===== config.mk =====
export PLATFORM = sky130hd
export DESIGN_NAME = horizontal_antialias_fir_core_flat
export DESIGN_NICKNAME = d
export VERILOG_FILES = /design/src/rtl/hafir_pkg.sv /design/src/rtl/hafir_if.sv /design/src/rtl/hafir_lane.sv /design/src/rtl/hafir_merge.sv /design/src/rtl/hafir_outq.sv /design/src/rtl/horizontal_antialias_fir_core.sv /design/src/flat_wrapper.sv
export SDC_FILE = /design/constraint.sdc
export NUM_CORES = 1
export LEC_CHECK = 0
export BUFFER_PORTS_ARGS = -buffer_cell sky130_fd_sc_hd__buf_2
export CORE_MARGIN = 4
export CORE_UTILIZATION = 48
export CTS_BUF_LIST = sky130_fd_sc_hd__clkbuf_2 sky130_fd_sc_hd__clkbuf_4 sky130_fd_sc_hd__clkbuf_8
export DETAILED_ROUTE_END_ITERATION = 12
export GPL_TIMING_DRIVEN = 0
export PLACE_DENSITY = 0.63
export SLEW_MARGIN = 20
export SYNTH_ARGS = -nofsm -noshare
export SYNTH_HDL_FRONTEND = slang
export SYNTH_SLANG_ARGS = --single-unit

===== constraint.sdc =====
create_clock -name clk -period 18.83 [get_ports clk]
set_clock_uncertainty 0.2 [all_clocks]
set_input_delay 0.9415 -clock clk [delete_from_list [all_inputs] [get_ports clk]]
set_output_delay 0.9415 -clock clk [all_outputs]
set_load 0.01 [all_outputs]

===== src/rtl/hafir_pkg.sv =====
package hafir_pkg;

  localparam int MAX_LINE_WIDTH = 4096;
  localparam int COL_W = $clog2(MAX_LINE_WIDTH);
  localparam int LW_W = 13;
  localparam int CH_W = 8;
  localparam int NTAPS = 5;
  localparam int NWIN = NTAPS - 1;
  localparam int NLANES = 3;
  localparam int COEF_W = 4;
  localparam int ACC_W = 11;
  localparam int KSHIFT = 3;
  localparam int MAX_RES = 3;
  localparam int QDEPTH = 4;
  localparam int QPTR_W = $clog2(QDEPTH);
  localparam int QCNT_W = $clog2(QDEPTH + 1);

  localparam logic [COEF_W-1:0] KERNELS [0:3][0:NTAPS-1] = '{
    '{4'd0, 4'd0, 4'd8, 4'd0, 4'd0},
    '{4'd0, 4'd1, 4'd6, 4'd1, 4'd0},
    '{4'd0, 4'd2, 4'd4, 4'd2, 4'd0},
    '{4'd1, 4'd2, 4'd2, 4'd2, 4'd1}
  };

  // lane 2 red, lane 1 green, lane 0 blue
  typedef logic [CH_W-1:0] chan_t;
  typedef chan_t [NLANES-1:0] pix_t;

  typedef struct packed {
    pix_t pix;
    logic line_end;
  } res_t;

  typedef struct packed {
    logic [1:0] n;
    logic last;
    res_t [MAX_RES-1:0] ent;
  } push_t;

endpackage


===== src/rtl/hafir_if.sv =====
interface hafir_in_if;
  logic valid;
  logic ready;
  logic [7:0] red_in;
  logic [7:0] green_in;
  logic [7:0] blue_in;

  modport source(output valid, output red_in, output green_in, output blue_in, input ready);
  modport sink(input valid, input red_in, input green_in, input blue_in, output ready);
endinterface

interface hafir_out_if;
  logic valid;
  logic ready;
  logic [7:0] red_out;
  logic [7:0] green_out;
  logic [7:0] blue_out;
  logic line_end;

  modport source(output valid, output red_out, output green_out, output blue_out,
                 output line_end, input ready);
  modport sink(input valid, input red_out, input green_out, input blue_out,
               input line_end, output ready);
endinterface


===== src/rtl/hafir_lane.sv =====
module hafir_lane (
  input  logic [1:0]                                  filter_sel,
  input  hafir_pkg::chan_t [hafir_pkg::NTAPS-1:0]     taps,
  output hafir_pkg::chan_t                            filt
);
  import hafir_pkg::*;

  logic [ACC_W-1:0] acc;

  always_comb begin
    acc = '0;
    for (int i = 0; i < NTAPS; i++) begin
      acc = acc + ACC_W'(KERNELS[filter_sel][i]) * ACC_W'(taps[i]);
    end
  end

  assign filt = acc[ACC_W-1:KSHIFT];

endmodule


===== src/rtl/hafir_merge.sv =====
module hafir_merge (
  input  logic [hafir_pkg::COL_W-1:0]              col,
  input  logic [hafir_pkg::LW_W-1:0]               width,
  input  hafir_pkg::pix_t [hafir_pkg::NWIN-1:0]    win,
  input  hafir_pkg::pix_t                          px,
  input  hafir_pkg::pix_t                          filt,
  output hafir_pkg::push_t                         push
);
  import hafir_pkg::*;

  logic [LW_W-1:0] col_ext;
  logic            last;
  logic            use_filt;
  res_t            cand [MAX_RES];
  logic            cand_v [MAX_RES];
  logic [1:0]      n;

  assign col_ext  = LW_W'(col);
  assign last     = (col_ext + LW_W'(1)) >= width;
  assign use_filt = (col >= COL_W'(4)) && (col_ext < width);

  always_comb begin
    cand[0]   = '{pix: (use_filt ? filt : win[2]), line_end: 1'b0};
    cand_v[0] = col >= COL_W'(2);
    cand[1]   = '{pix: win[3], line_end: 1'b0};
    cand_v[1] = last && (col >= COL_W'(1));
    cand[2]   = '{pix: px, line_end: 1'b1};
    cand_v[2] = last;
  end

  // pack the present results in order
  always_comb begin
    push = '0;
    n = '0;
    for (int i = 0; i < MAX_RES; i++) begin
      if (cand_v[i]) begin
        push.ent[n] = cand[i];
        n = n + 2'd1;
      end
    end
    push.n = n;
    push.last = last;
  end

endmodule


===== src/rtl/hafir_outq.sv =====
module hafir_outq (
  input  logic              clk,
  input  logic              rst_n,
  input  logic              push_en,
  input  hafir_pkg::push_t  push,
  input  logic              pop,
  output logic              room,
  output logic              head_valid,
  output hafir_pkg::res_t   head
);
  import hafir_pkg::*;

  res_t              q_r [QDEPTH];
  logic [QPTR_W-1:0] wr_ptr_r, wr_ptr_nxt;
  logic [QPTR_W-1:0] rd_ptr_r, rd_ptr_nxt;
  logic [QCNT_W-1:0] count_r, count_nxt;
  logic [QCNT_W-1:0] push_n;

  assign push_n     = push_en ? QCNT_W'(push.n) : '0;
  assign room       = count_r <= QCNT_W'(QDEPTH - MAX_RES);
  assign head_valid = count_r != '0;
  assign head       = q_r[rd_ptr_r];

  assign wr_ptr_nxt = wr_ptr_r + QPTR_W'(push_n);
  assign rd_ptr_nxt = rd_ptr_r + QPTR_W'(pop);
  assign count_nxt  = count_r + push_n - QCNT_W'(pop);

  always_ff @(posedge clk) begin
    if (push_en) begin
      for (int k = 0; k < MAX_RES; k++) begin
        if (2'(k) < push.n) begin
          q_r[wr_ptr_r + QPTR_W'(k)] <= push.ent[k];
        end
      end
    end
  end

  always_ff @(posedge clk) begin
    if (!rst_n) begin
      wr_ptr_r <= '0;
      rd_ptr_r <= '0;
      count_r  <= '0;
    end else begin
      wr_ptr_r <= wr_ptr_nxt;
      rd_ptr_r <= rd_ptr_nxt;
      count_r  <= count_nxt;
    end
  end

  a_count_bound: assert property (@(posedge clk) disable iff (!rst_n)
    count_r <= QCNT_W'(QDEPTH))
    else $error("queue count out of range");

  a_empty_ptrs: assert property (@(posedge clk) disable iff (!rst_n)
    count_r == '0 |-> rd_ptr_r == wr_ptr_r)
    else $error("empty queue with unequal pointers");

  a_pop_nonempty: assert property (@(posedge clk) disable iff (!rst_n)
    pop |-> count_r != '0)
    else $error("pop from empty queue");

endmodule


===== src/rtl/horizontal_antialias_fir_core.sv =====
// channel  | dir | handshake            | payload
// in_ch    | in  | valid/ready          | red_in, green_in, blue_in
// out_ch   | out | valid/ready          | red_out, green_out, blue_out, line_end
// cfg_*    | in  | apb, pready always 1 | 0x0 filter_select, 0x4 line_width
//
// one pixel accepted per cycle while the queue has room; three color lanes
// filter it in the accept cycle; results go into a four-entry output queue
// an item is taken while the queue holds at most one result, so a line end
// (up to three results) can stall the input; out_ch stalls back up through
// the queue only; rst_n is synchronous and resets window, column, queue, config
// the user must write config only while idle; the block does not enforce it
module horizontal_antialias_fir_core (
  input  logic        clk,
  input  logic        rst_n,
  hafir_in_if.sink    in_ch,
  hafir_out_if.source out_ch,
  input  logic        cfg_psel,
  input  logic        cfg_penable,
  input  logic        cfg_pwrite,
  input  logic [2:0]  cfg_paddr,
  input  logic [31:0] cfg_pwdata,
  output logic [31:0] cfg_prdata,
  output logic        cfg_pready
);
  import hafir_pkg::*;

  localparam logic REG_FILTER_SEL = 1'b0;
  localparam logic REG_LINE_WIDTH = 1'b1;

  logic [1:0]       filter_sel_r;
  logic [LW_W-1:0]  line_width_r;
  logic [COL_W-1:0] col_r, col_nxt;
  pix_t             win_r [NWIN];
  pix_t [NWIN-1:0]  win_pk;
  pix_t             px;
  pix_t             filt;
  logic [LW_W-1:0]  width_eff;
  logic             in_acc;
  logic             cfg_wr;
  logic             room;
  logic             head_valid;
  res_t             head;
  push_t            push;

  assign px     = {in_ch.red_in, in_ch.green_in, in_ch.blue_in};
  assign in_acc = in_ch.valid && room;
  assign in_ch.ready = room;

  // config port
  assign cfg_pready = 1'b1;
  assign cfg_wr     = cfg_psel && cfg_penable && cfg_pwrite;

  always_comb begin
    unique case (cfg_paddr[2])
      REG_FILTER_SEL: cfg_prdata = 32'(filter_sel_r);
      REG_LINE_WIDTH: cfg_prdata = 32'(line_width_r);
      default:        cfg_prdata = '0;
    endcase
  end

  always_ff @(posedge clk) begin
    if (!rst_n) begin
      filter_sel_r <= '0;
      line_width_r <= LW_W'(640);
    end else if (cfg_wr) begin
      unique case (cfg_paddr[2])
        REG_FILTER_SEL: filter_sel_r <= cfg_pwdata[1:0];
        REG_LINE_WIDTH: line_width_r <= cfg_pwdata[LW_W-1:0];
        default: ;
      endcase
    end
  end

  always_comb begin
    priority if (line_width_r == '0) begin
      width_eff = LW_W'(1);
    end else if (line_width_r > LW_W'(MAX_LINE_WIDTH)) begin
      width_eff = LW_W'(MAX_LINE_WIDTH);
    end else begin
      width_eff = line_width_r;
    end
  end

  // color lanes
  for (genvar l = 0; l < NLANES; l++) begin : g_lane
    chan_t [NTAPS-1:0] taps;
    always_comb begin
      for (int t = 0; t < NWIN; t++) begin
        taps[t] = win_r[t][l];
      end
      taps[NTAPS-1] = px[l];
    end
    hafir_lane u_lane (
      .filter_sel (filter_sel_r),
      .taps       (taps),
      .filt       (filt[l])
    );
  end

  always_comb begin
    for (int t = 0; t < NWIN; t++) begin
      win_pk[t] = win_r[t];
    end
  end

  hafir_merge u_merge (
    .col   (col_r),
    .width (width_eff),
    .win   (win_pk),
    .px    (px),
    .filt  (filt),
    .push  (push)
  );

  assign col_nxt = push.last ? '0 : col_r + COL_W'(1);

  always_ff @(posedge clk) begin
    if (!rst_n) begin
      col_r <= '0;
      for (int t = 0; t < NWIN; t++) begin
        win_r[t] <= '0;
      end
    end else if (in_acc) begin
      col_r <= col_nxt;
      for (int t = 0; t < NWIN - 1; t++) begin
        win_r[t] <= win_r[t+1];
      end
      win_r[NWIN-1] <= px;
    end
  end

  hafir_outq u_outq (
    .clk        (clk),
    .rst_n      (rst_n),
    .push_en    (in_acc),
    .push       (push),
    .pop        (head_valid && out_ch.ready),
    .room       (room),
    .head_valid (head_valid),
    .head       (head)
  );

  assign out_ch.valid     = head_valid;
  assign out_ch.red_out   = head.pix[2];
  assign out_ch.green_out = head.pix[1];
  assign out_ch.blue_out  = head.pix[0];
  assign out_ch.line_end  = head.line_end;

  a_col_wrap: assert property (@(posedge clk) disable iff (!rst_n)
    in_acc && push.last |=> col_r == '0)
    else $error("column not cleared at line end");

  a_col_step: assert property (@(posedge clk) disable iff (!rst_n)
    in_acc && !push.last |=> col_r == COL_W'($past(col_r) + COL_W'(1)))
    else $error("column did not advance");

  a_last_emits: assert property (@(posedge clk) disable iff (!rst_n)
    push.last |-> push.n != 2'd0 && push.ent[push.n - 2'd1].line_end)
    else $error("line end item missing its final result");

endmodule


===== src/flat_wrapper.sv =====
// flat-port wrapper written by rule: the top's interface ports become plain ports
module horizontal_antialias_fir_core_flat import hafir_pkg::*;
  (clk, rst_n, cfg_psel, cfg_penable, cfg_pwrite, cfg_paddr, cfg_pwdata, cfg_prdata, cfg_pready, in_ch_valid, in_ch_red_in, in_ch_green_in, in_ch_blue_in, in_ch_ready, out_ch_valid, out_ch_red_out, out_ch_green_out, out_ch_blue_out, out_ch_line_end, out_ch_ready);
  hafir_in_if in_ch_i ();
  hafir_out_if out_ch_i ();
  input  logic clk;
  input  logic rst_n;
  input  logic cfg_psel;
  input  logic cfg_penable;
  input  logic cfg_pwrite;
  input  logic [2:0] cfg_paddr;
  input  logic [31:0] cfg_pwdata;
  output logic [31:0] cfg_prdata;
  output logic cfg_pready;
  input wire logic [$bits(in_ch_i.valid)-1:0] in_ch_valid;
  input wire logic [$bits(in_ch_i.red_in)-1:0] in_ch_red_in;
  input wire logic [$bits(in_ch_i.green_in)-1:0] in_ch_green_in;
  input wire logic [$bits(in_ch_i.blue_in)-1:0] in_ch_blue_in;
  output wire logic [$bits(in_ch_i.ready)-1:0] in_ch_ready;
  output wire logic [$bits(out_ch_i.valid)-1:0] out_ch_valid;
  output wire logic [$bits(out_ch_i.red_out)-1:0] out_ch_red_out;
  output wire logic [$bits(out_ch_i.green_out)-1:0] out_ch_green_out;
  output wire logic [$bits(out_ch_i.blue_out)-1:0] out_ch_blue_out;
  output wire logic [$bits(out_ch_i.line_end)-1:0] out_ch_line_end;
  input wire logic [$bits(out_ch_i.ready)-1:0] out_ch_ready;
  assign in_ch_i.valid = in_ch_valid;
  assign in_ch_i.red_in = in_ch_red_in;
  assign in_ch_i.green_in = in_ch_green_in;
  assign in_ch_i.blue_in = in_ch_blue_in;
  assign in_ch_ready = in_ch_i.ready;
  assign out_ch_valid = out_ch_i.valid;
  assign out_ch_red_out = out_ch_i.red_out;
  assign out_ch_green_out = out_ch_i.green_out;
  assign out_ch_blue_out = out_ch_i.blue_out;
  assign out_ch_line_end = out_ch_i.line_end;
  assign out_ch_i.ready = out_ch_ready;
  horizontal_antialias_fir_core u_core (.clk(clk), .rst_n(rst_n), .in_ch(in_ch_i), .out_ch(out_ch_i), .cfg_psel(cfg_psel), .cfg_penable(cfg_penable), .cfg_pwrite(cfg_pwrite), .cfg_paddr(cfg_paddr), .cfg_pwdata(cfg_pwdata), .cfg_prdata(cfg_prdata), .cfg_pready(cfg_pready));
endmodule

-- Word level (Yosys, flattened, before mapping)
Memory sizes are Yosys's and may differ from the RTL's. A register that Yosys moved wholly into a read port is not among the register bits.
Index checks and enable logic that the tools add are counted.
- add/sub/neg operators: 22
- multipliers: 15
- divide/modulo/power cells: 0
- $lt $le $gt $ge: 15
- equality and inequality tests: 0
- shift operators: 0
- multiplexer cells: 39
- bitwise gates (word level): 6
- reduce and logical (&&, ||, !) cells: 12
- operators with widths (operator ; count):
    multiplier 4 x 8 -> 11 bit ; 15
    bitwise mux 75 bit ; 2
    2-to-1 mux 75 bit ; 2
    adder 11 bit ; 12
    2-to-1 mux 24 bit ; 5
    demux 25 bit (select 2 bit) ; 2
    2-to-1 mux 25 bit ; 3
    one-hot mux 32 bit (2 select lines) ; 1
    binary-select mux 20 bit (select 2 bit) ; 1
    2-to-1 mux 20 bit ; 2
    2-to-1 mux 13 bit ; 2
    2-to-1 mux 1 bit ; 14
    adder 12 x 1 -> 13 bit (second input constant) ; 1
    greater-or-equal comparator 13 bit ; 1
    greater-than comparator 13 bit (second input constant) ; 1
    zero test 13 bit ; 1
    < comparator 12 x 13 -> 1 bit ; 1
    adder 12 x 1 -> 12 bit (second input constant) ; 1
    greater-or-equal comparator 12 x 1 -> 1 bit (second input constant) ; 1
    greater-or-equal comparator 12 x 2 -> 1 bit (second input constant) ; 1
    greater-or-equal comparator 12 x 3 -> 1 bit (second input constant) ; 1
    2-to-1 mux 12 bit ; 1
    logical AND 1 bit ; 8
    2-to-1 mux 2 bit ; 4
    17 further kinds ; 26
- bits in registers: 34
- bits in latches: 0
- memory bits (writable): 196
- ROM bits: 0
- input port bits: 66
- output and inout port bits: 60
- logic and storage cells: 117
- memories: 2
- memory list (memory ; depth ; width ; read ports ; clocked after Yosys merged registers in ; wr ports ; RTL line ; text):
    u_core.u_outq.q_r ; 4 ; 25 ; 1 ; 1 ; 3 ; hafir_outq.sv:13 ; res_t q_r [QDEPTH];
    u_core.win_r ; 4 ; 24 ; 4 ; 0 ; 4 ; horizontal_antialias_fir_core.sv:33 ; pix_t win_r [NWIN];

-- Logic depth before layout (Yosys ltp)
Gate-level depths: netlist of run 1.
- word-level depth: 15
- gate-level depth with buffers: 27
- mapped depth without buffers: 25

-- Hierarchy
From an unflattened synthesis of run 1, not the netlist that was laid out.
- cells, all modules: 1967
- area total of the unflattened synthesis: 21819.7 um^2
- modules (own cells, without submodules) (module ; times used ; cells an instance ; area each (um^2) ; sequential area each (um^2)):
    hafir_outq ; 1 ; 414 ; 6622.6 ; 3143.0
    horizontal_antialias_fir_core ; 1 ; 389 ; 5017.3 ; 3423.3
    hafir_lane (u_core.g_lane[1].u_lane) ; 1 ; 293 ; 2653.8 ; 0.0
    hafir_lane (u_core.g_lane[2].u_lane) ; 1 ; 291 ; 2650.0 ; 0.0
    hafir_lane (u_core.g_lane[0].u_lane) ; 1 ; 291 ; 2647.5 ; 0.0
    hafir_merge ; 1 ; 289 ; 2228.4 ; 0.0

-- Worst setup path after synthesis of run 1
OpenSTA, ideal clock, no wires.
- path type: flip-flop to flip-flop
- start: reg u_core.filter_sel_r[1]
- end: mem u_core.u_outq.q_r[0][15] (netlist bit), data pin
- setup time: 0.153 ns
- data arrival time: 6.791 ns
- data required time: 18.477 ns
- slack: 11.687 ns
- cell stages (with the launch flop): 28
- buffers on the path: 3
- period minus slack after synthesis: 7.143 ns
- path through: dfxtp_1 -> clkbuf_1 -> inv_1 -> ha_1 -> clkbuf_1 -> clkbuf_1 -> nand2_1 -> fa_1 -> inv_1 -> ha_1 -> fa_1 -> fa_1 -> inv_1 -> fa_1 -> inv_1 -> ha_1 -> inv_1 -> fa_1 -> inv_1 -> ha_1 -> and3_1 -> a2111oi_4 -> o211ai_2 -> a311o_1 -> xnor2_1 -> o21ai_0 -> nor2_1 -> o22ai_1
- RTL lines (element ; RTL line ; text):
    from (decl) ; horizontal_antialias_fir_core.sv:30 ; logic [1:0] filter_sel_r;
    from (signal assigned) ; horizontal_antialias_fir_core.sv:67 ; REG_FILTER_SEL: filter_sel_r <= cfg_pwdata[1:0];
    to (decl) ; hafir_outq.sv:13 ;

==> flow_metrics.py, run 1 <==
metrics = {
    "sta": {
        "final.setup.worst_slack_ns": 9.706,
        "setup_viol": 0,
        "worst_slew_pin_slew_ns": 0.9471,
        "period_minus_slack_ns": 9.124,
        "relSlewSlack_pct": 36.19,
        "tns_ns": 0,
        "finalHoldViolCount": 0,
        "maxSlewViolCount": 0,
        "rsz0062_at_grt": "no",
        "min_period_over_period_pct": 48.46,
        "max_freq_ghz": 0.1096,
    },
    "power_and_ir_drop": {
        "vdd_drop_max_mv": 0.05508,
        "powerDensity_mw_per_mm2": 72.89,
        "leakage_nw": 10.34,
    },
    "yosys": {
        "synth-main-ff-cell": "edfxtp_1",
        "synth_commonest_cells": "279 x and2_1, 210 x ha_1, 196 x edfxtp_1, 196 x inv_1, 177 x nand2_1",
        "yosysUniqueCellTypes": 85,
        "yosysSeqAreaShare_pct": 31.58,
        "synth_area_leader_cell": "edfxtp_1",
        "yosys_warnings": 0,
        "syn-cell-area_mm2": 0.02079,
        "synth_edf_count": 196,
        "syn_inst": 2043,
        "synth_top_area_share_pct": 28.31,
        "post-synth-top-count-cell": "and2_1",
        "synthArstFlopShare_pct": 0,
        "ys_seq_elements": 230,
        "netlist_top_cells_area": "edfxtp_1 28%, fa_1 13%, ha_1 13%, and2_1 8.4%, inv_1 3.5%",
        "syn_area_per_cell_um2": 10.18,
    },
    "clocking": {
        "ctsLongestPathBuffers": 3,
        "clk_pin_slew_ns": 0.06,
        "htreeDepth": 2,
        "cts.sinks": 230,
        "clkLatencyLatePin_ns": 0.61,
        "cts_buffers": 43,
        "cts_hold_buf": 0,
        "cts_setup_buffers": 0,
        "tritoncts": "done",
        "root_buffer": "clkbuf_8",
        "post_cts_resized": 0,
    },
    "placed_design": {
        "dp_cells": 2736,
        "gp_congestion": 0.9525,
        "io_buffers": 81,
        "place_ws_ns": 9.707,
        "hpwlAfterDp_um": 51970,
        "post_dp_cell_area_mm2": 0.02217,
    },
    "die": {
        "initial_utilization_pct": 49.02,
        "core_mm2": 0.04242,
        "io_pins": 126,
        "die_x_um": 216.1,
        "die_y_um": 216.1,
        "rows": 75,
        "die-area_mm2": 0.04671,
    },
    "critical_path": {
        "r2r-end": "u_core.u_outq.q_r[0][16]",
        "r2r-start": "u_core.filter_sel_r[1]",
        "worstRegToRegCells": 26,
        "crit_type": "register to register",
        "regToRegSetupSlack_ns": 9.71,
        "worstSetupStartpointType": "register",
        "cp-startpoint": "u_core.filter_sel_r[1]",
        "worstPathRequired_ns": 18.95,
        "end_kind": "register",
        "arrival_ns": 9.24,
        "path_max_fanout": 10,
        "critical_path.endpoint": "u_core.u_outq.q_r[0][16]",
    },
    "routing": {
        "drt_iter0_drc": 1721,
        "drt_pass1_iterations": 6,
        "drc": 0,
        "vias_per_cell": 5.940,
        "routed_wl_um": 66390,
        "vias": 16708,
        "antenna_left": 0,
        "wire_per_inst_um": 23.60,
    },
    "global_routing": {
        "grt_pass1_vias": 17069,
        "grt_pass1_wl_um": 101900,
        "grt_util_all_layers_pct": 28.40,
        "overflow": 0,
        "grt_max_degree": 78,
        "antenna_found_initial": 5,
    },
    "flow_run": {
        "maxCapViolations": 0,
    },
    "layout": {
        "drive_gt1_share_pct": 12.85,
        "post-route-util_pct": 54.42,
        "layout.nets": 2616,
        "synthToLayoutAreaGrowth_pct": 11.02,
        "stdcell_count": 2813,
        "fin_area_mm2": 0.02308,
    },
    "min_path": {
        "min_from": "u_core.line_width_r[10]",
        "hold_path_class": "register to register",
    },
    "outcome": {
        "status": "completed",
    },
}
placed cells by master, fill, tap and decap left out, types with 35 or more instances in the layout:
| cell type | Yosys | layout |
|---|---|---|
| and2_1 | 279 | 279 |
| ha_1 | 210 | 210 |
| edfxtp_1 | 196 | 196 |
| inv_1 | 196 | 195 |
| nand2_1 | 177 | 177 |
| fa_1 | 136 | 136 |
| a21oi_1 | 116 | 116 |
| buf_2 | 25 | 107 |
| nor2_1 | 72 | 72 |
| clkbuf_1 | 71 | 71 |
| clkbuf_8 | 0 | 51 |
| o221ai_1 | 46 | 46 |
| xnor2_1 | 44 | 44 |
| buf_4 | 28 | 43 |
| o21ai_0 | 35 | 35 |
worst max-delay path: stages, from the launching register on:
cell	delay, ns
dfxtp_1	0.48
clkbuf_1	0.53
inv_1	0.21
ha_1	0.57
clkbuf_1	0.56
nand2_1	0.16
fa_1	0.53
inv_1	0.05
ha_1	0.31
fa_1	0.53
fa_1	0.54
inv_1	0.06
fa_1	0.54
inv_1	0.04
ha_1	0.27
inv_1	0.05
fa_1	0.53
inv_1	0.05
ha_1	0.33
and3_1	0.22
a2111oi_4	0.48
o211ai_2	0.23
a211oi_1	0.47
xnor2_1	0.29
o21ai_0	0.15
o21ai_1	0.27
o221ai_1	0.17
flip-flops by register name, indices dropped and copies added, names as in the netlist:
name	count
u_core.win_r	96
u_core.u_outq.q_r	100
u_core.line_width_r	13
u_core.u_outq.rd_ptr_r	2
u_core.filter_sel_r	2
u_core.u_outq.count_r	3
u_core.col_r	12
u_core.u_outq.wr_ptr_r	2
layer usage:
layer  global-route usage [%]  up-vias  wire, um
li1                         -     7463         -
met1                    38.40     8262     27450
met2                    46.45      801     30770
met3                    4.944      182      5480
met4                    10.01        0      2687
met5                        0        -         0
kinds of logic (layout without fill, tap and decap cells):
family | Yosys count | after routing | synth area share (%)
AOI/OAI and AO/OA | 383 | 383 | 13.08
other | 2 | 23 | 0.03612
muxes | 45 | 45 | 3.671
DFF | 230 | 230 | 31.58
and+or+nand+nor | 652 | 652 | 16.80
xor gates and xnor gates | 56 | 56 | 2.359
adders and majority gates | 346 | 346 | 25.73
buffers and inverters | 329 | 501 | 6.740
layout make-up:
cell class              instances  area [um2]
clock inverters                13       130.1
flip-flops and latches        230        6566
inverters                     197       744.5
plain buffers                 132       664.4
fillers                      3903       19330
multi-input cells            1502       12910
clock buffers                  61       777.0
repair buffers                 98       556.8
diodes                          3       7.507
well taps                     577       721.9
power breakdown:
part / switching (mW) / leakage (nW) / total [mW] / internal [mW]
Sequential: 0.0694 / 2.23 / 0.695 / 0.626
Combinational: 0.275 / 7.64 / 0.461 / 0.186
Clock: 0.222 / 0.475 / 0.526 / 0.304
per-stage QoR:
step	hold WS, ns	total power [mW]
after global routing	0.3340	1.774
final	0.2945	1.682
after detailed placement	0.2909	1.167
after floorplan	0.2562	0.9843
after global placement	0.2826	1.158
after CTS	0.2983	1.694
how the worst min path moves through the flow:
stage | endpoint | slack (ns) | cells after the start
global placement | u_core.line_width_r[10] | 0.28 | 2
global route | u_core.line_width_r[5] | 0.33 | 2
detailed placement | u_core.line_width_r[10] | 0.29 | 2
CTS | u_core.line_width_r[10] | 0.30 | 2
floorplan | u_core.line_width_r[0] | 0.26 | 2
finish | u_core.line_width_r[10] | 0.29 | 2
Power figures use the tool's default switching activity.
==> run 2: changes to the inputs <==
==> constraint.sdc (replaced) <==
create_clock -name clk -period 9 [get_ports clk]
set_clock_uncertainty 0.2 [all_clocks]
set_input_delay 0.45 -clock clk [delete_from_list [all_inputs] [get_ports clk]]
set_output_delay 0.45 -clock clk [all_outputs]
set_load 0.01 [all_outputs]
==> run 2 against run 1 <==
Largest cell class unchanged. Die area unchanged. Setup slack got worse by 9.3 ns. Maximum frequency increased by 6.3%. Sequential power increased by 110%. Power increased by 110%. Critical path type unchanged.
==> flow_metrics.py, run 2 (same netlist as run 1, synthesis figures left out) <==
metrics = {
    "outcome": {
        "status": "completed",
    },
    "placed_design": {
        "hpwlAfterDp_um": 51970,
        "post_dp_cell_area_mm2": 0.02217,
        "io_buffers": 81,
        "dp_cells": 2736,
        "place_ws_ns": -0.1232,
        "gp_congestion": 0.9525,
    },
    "routing": {
        "drt_iter0_drc": 1748,
        "antenna_left": 0,
        "vias": 16776,
        "drt_pass1_iterations": 6,
        "wire_per_inst_um": 23.56,
        "routed_wl_um": 66590,
        "vias_per_cell": 5.934,
        "drc": 0,
    },
    "sta": {
        "min_period_over_period_pct": 95.36,
        "final.setup.worst_slack_ns": 0.4177,
        "worst_slew_pin_slew_ns": 1.016,
        "period_minus_slack_ns": 8.582,
        "setup_viol": 0,
        "relSlewSlack_pct": 32.28,
        "tns_ns": 0,
        "rsz0062_at_grt": "no",
        "maxSlewViolCount": 0,
        "max_freq_ghz": 0.1165,
        "finalHoldViolCount": 0,
    },
    "min_path": {
        "hold_end": "u_core.win_r[3][7]",
        "min_from": "in_ch_blue_in[7]",
        "hold_path_class": "input port to register",
        "whs_path_depth": 2,
    },
    "die": {
        "initial_utilization_pct": 49.02,
        "die_x_um": 216.1,
        "rows": 75,
        "die_y_um": 216.1,
        "die-area_mm2": 0.04671,
        "io_pins": 126,
        "core_mm2": 0.04242,
    },
    "global_routing": {
        "overflow": 0,
        "grt_util_all_layers_pct": 28.46,
        "antenna_found_initial": 5,
        "grt_pass1_vias": 17149,
        "grt_max_degree": 78,
        "grt_pass1_wl_um": 102100,
    },
    "critical_path": {
        "slowest_stage": "ha_1",
        "regToRegSetupSlack_ns": 0.42,
        "critical_path_buf_inv_count": 8,
        "arrival_ns": 8.70,
        "slowest_delay_ns": 0.54,
        "r2r-start": "u_core.filter_sel_r[1]",
        "cp_common_cell": "inv_1",
        "worstSetupStartpointType": "register",
        "end_kind": "register",
        "worstPathRequired_ns": 9.12,
        "r2r-end": "u_core.u_outq.q_r[0][16]",
        "crit_type": "register to register",
        "path_max_fanout": 10,
        "cp_top_family": "adder cells",
        "worstRegToRegCells": 26,
    },
    "layout": {
        "layout.nets": 2631,
        "reg_top3": "u_core.u_outq.q_r (100), u_core.win_r (96), u_core.line_width_r (13)",
        "fin_area_mm2": 0.02324,
        "mostFrequentLayoutCells": "279 x and2_1, 210 x ha_1, 196 x edfxtp_1",
        "stdcell_count": 2827,
        "drive_gt1_share_pct": 12.99,
        "synthToLayoutAreaGrowth_pct": 11.76,
        "layout_commonest_cell": "and2_1",
        "top_register": "u_core.u_outq.q_r",
        "largest_register_ffs": 100,
    },
    "clocking": {
        "cts_buffers": 43,
        "cts.sinks": 230,
        "clkLatencyLatePin_ns": 0.61,
        "root_buffer": "clkbuf_8",
        "clk_pin_slew_ns": 0.06,
        "tritoncts": "done",
        "ctsLongestPathBuffers": 3,
        "htreeDepth": 2,
    },
    "flow_run": {
        "maxCapViolations": 0,
    },
    "power_and_ir_drop": {
        "vdd_drop_max_mv": 0.1140,
        "powerDensity_mw_per_mm2": 151.7,
        "leakage_nw": 10.43,
    },
}
run 2: changes by cell type in the layout (fill, tap and decap cells not counted):
| cell | before | now |
|---|---|---|
| dlygate4sd3_1 | 0 | 15 |
| diode_2 | 3 | 2 |
| clkbuf_2 | 1 | 6 |
| clkbuf_1 | 71 | 66 |
run 2: area by class of cell:
| class | instances | area [um2] |
|---|---|---|
| Fill cell | 3888 | 19180 |
| Multi-Input combinational cell | 1502 | 12910 |
| Sequential cell | 230 | 6566 |
| Clock buffer | 61 | 777.0 |
| Inverter | 197 | 744.5 |
| Tap cell | 577 | 721.9 |
| Timing Repair Buffer | 113 | 706.9 |
| Buffer | 132 | 670.6 |
| Clock inverter | 13 | 130.1 |
| Antenna cell | 2 | 5.005 |
run 2: worst max-delay path by stage:
| stage | start | endpoint | slack (ns) | depth (start not counted) |
|---|---|---|---|---|
| final | u_core.filter_sel_r[1] | u_core.u_outq.q_r[0][16] | 0.42 | 26 |
| after global routing | u_core.filter_sel_r[1] | u_core.u_outq.q_r[3][16] | 0.01 | 26 |
| after global placement | u_core.col_r[2] | u_core.u_outq.q_r[1][12] | -0.63 | 13 |
| after CTS | u_core.filter_sel_r[1] | u_core.u_outq.q_r[2][15] | 0.03 | 23 |
| after detailed placement | u_core.filter_sel_r[1] | u_core.u_outq.q_r[1][16] | -0.12 | 27 |
| after floorplan | u_core.filter_sel_r[1] | u_core.u_outq.q_r[2][15] | 1.86 | 27 |
run 2: metal layers:
layer  part of all wire (%)  global-route usage [%]
met1                     41                   38.44
met2                     47                   46.64
met3                    8.5                   4.916
met4                    3.9                   10.01
met5                  0.015                       0
run 2: per-stage QoR:
stage          hold slack, ns  power [mW]  util [%]
2_1_floorplan          0.2562       2.059         -
3_3_place_gp           0.2826       2.423     51.84
5_1_grt               0.06438       3.717     54.78
4_1_cts               0.03871       3.548     54.76
6_report              0.08095       3.526     54.78
3_5_place_dp           0.2909       2.441     52.26
run 2: report_power, final:
| group | internal (mW) | switching, mW | total [mW] | leakage [nW] |
|---|---|---|---|---|
| combinational | 0.393 | 0.578 | 0.971 | 7.72 |
| clock | 0.636 | 0.464 | 1.10 | 0.475 |
| sequential | 1.31 | 0.145 | 1.45 | 2.23 |
run 2: what timing repair did:
| item | CTS | global route |
|---|---|---|
| hold endpoints to repair | 15 | 0 |
| resized for setup | 2 | 6 |
| gates cloned | 0 | 0 |
| hold buffers | 15 | 0 |
| endpoints found under the setup margin | 8 | 20 |
| setup buffers | 0 | 0 |
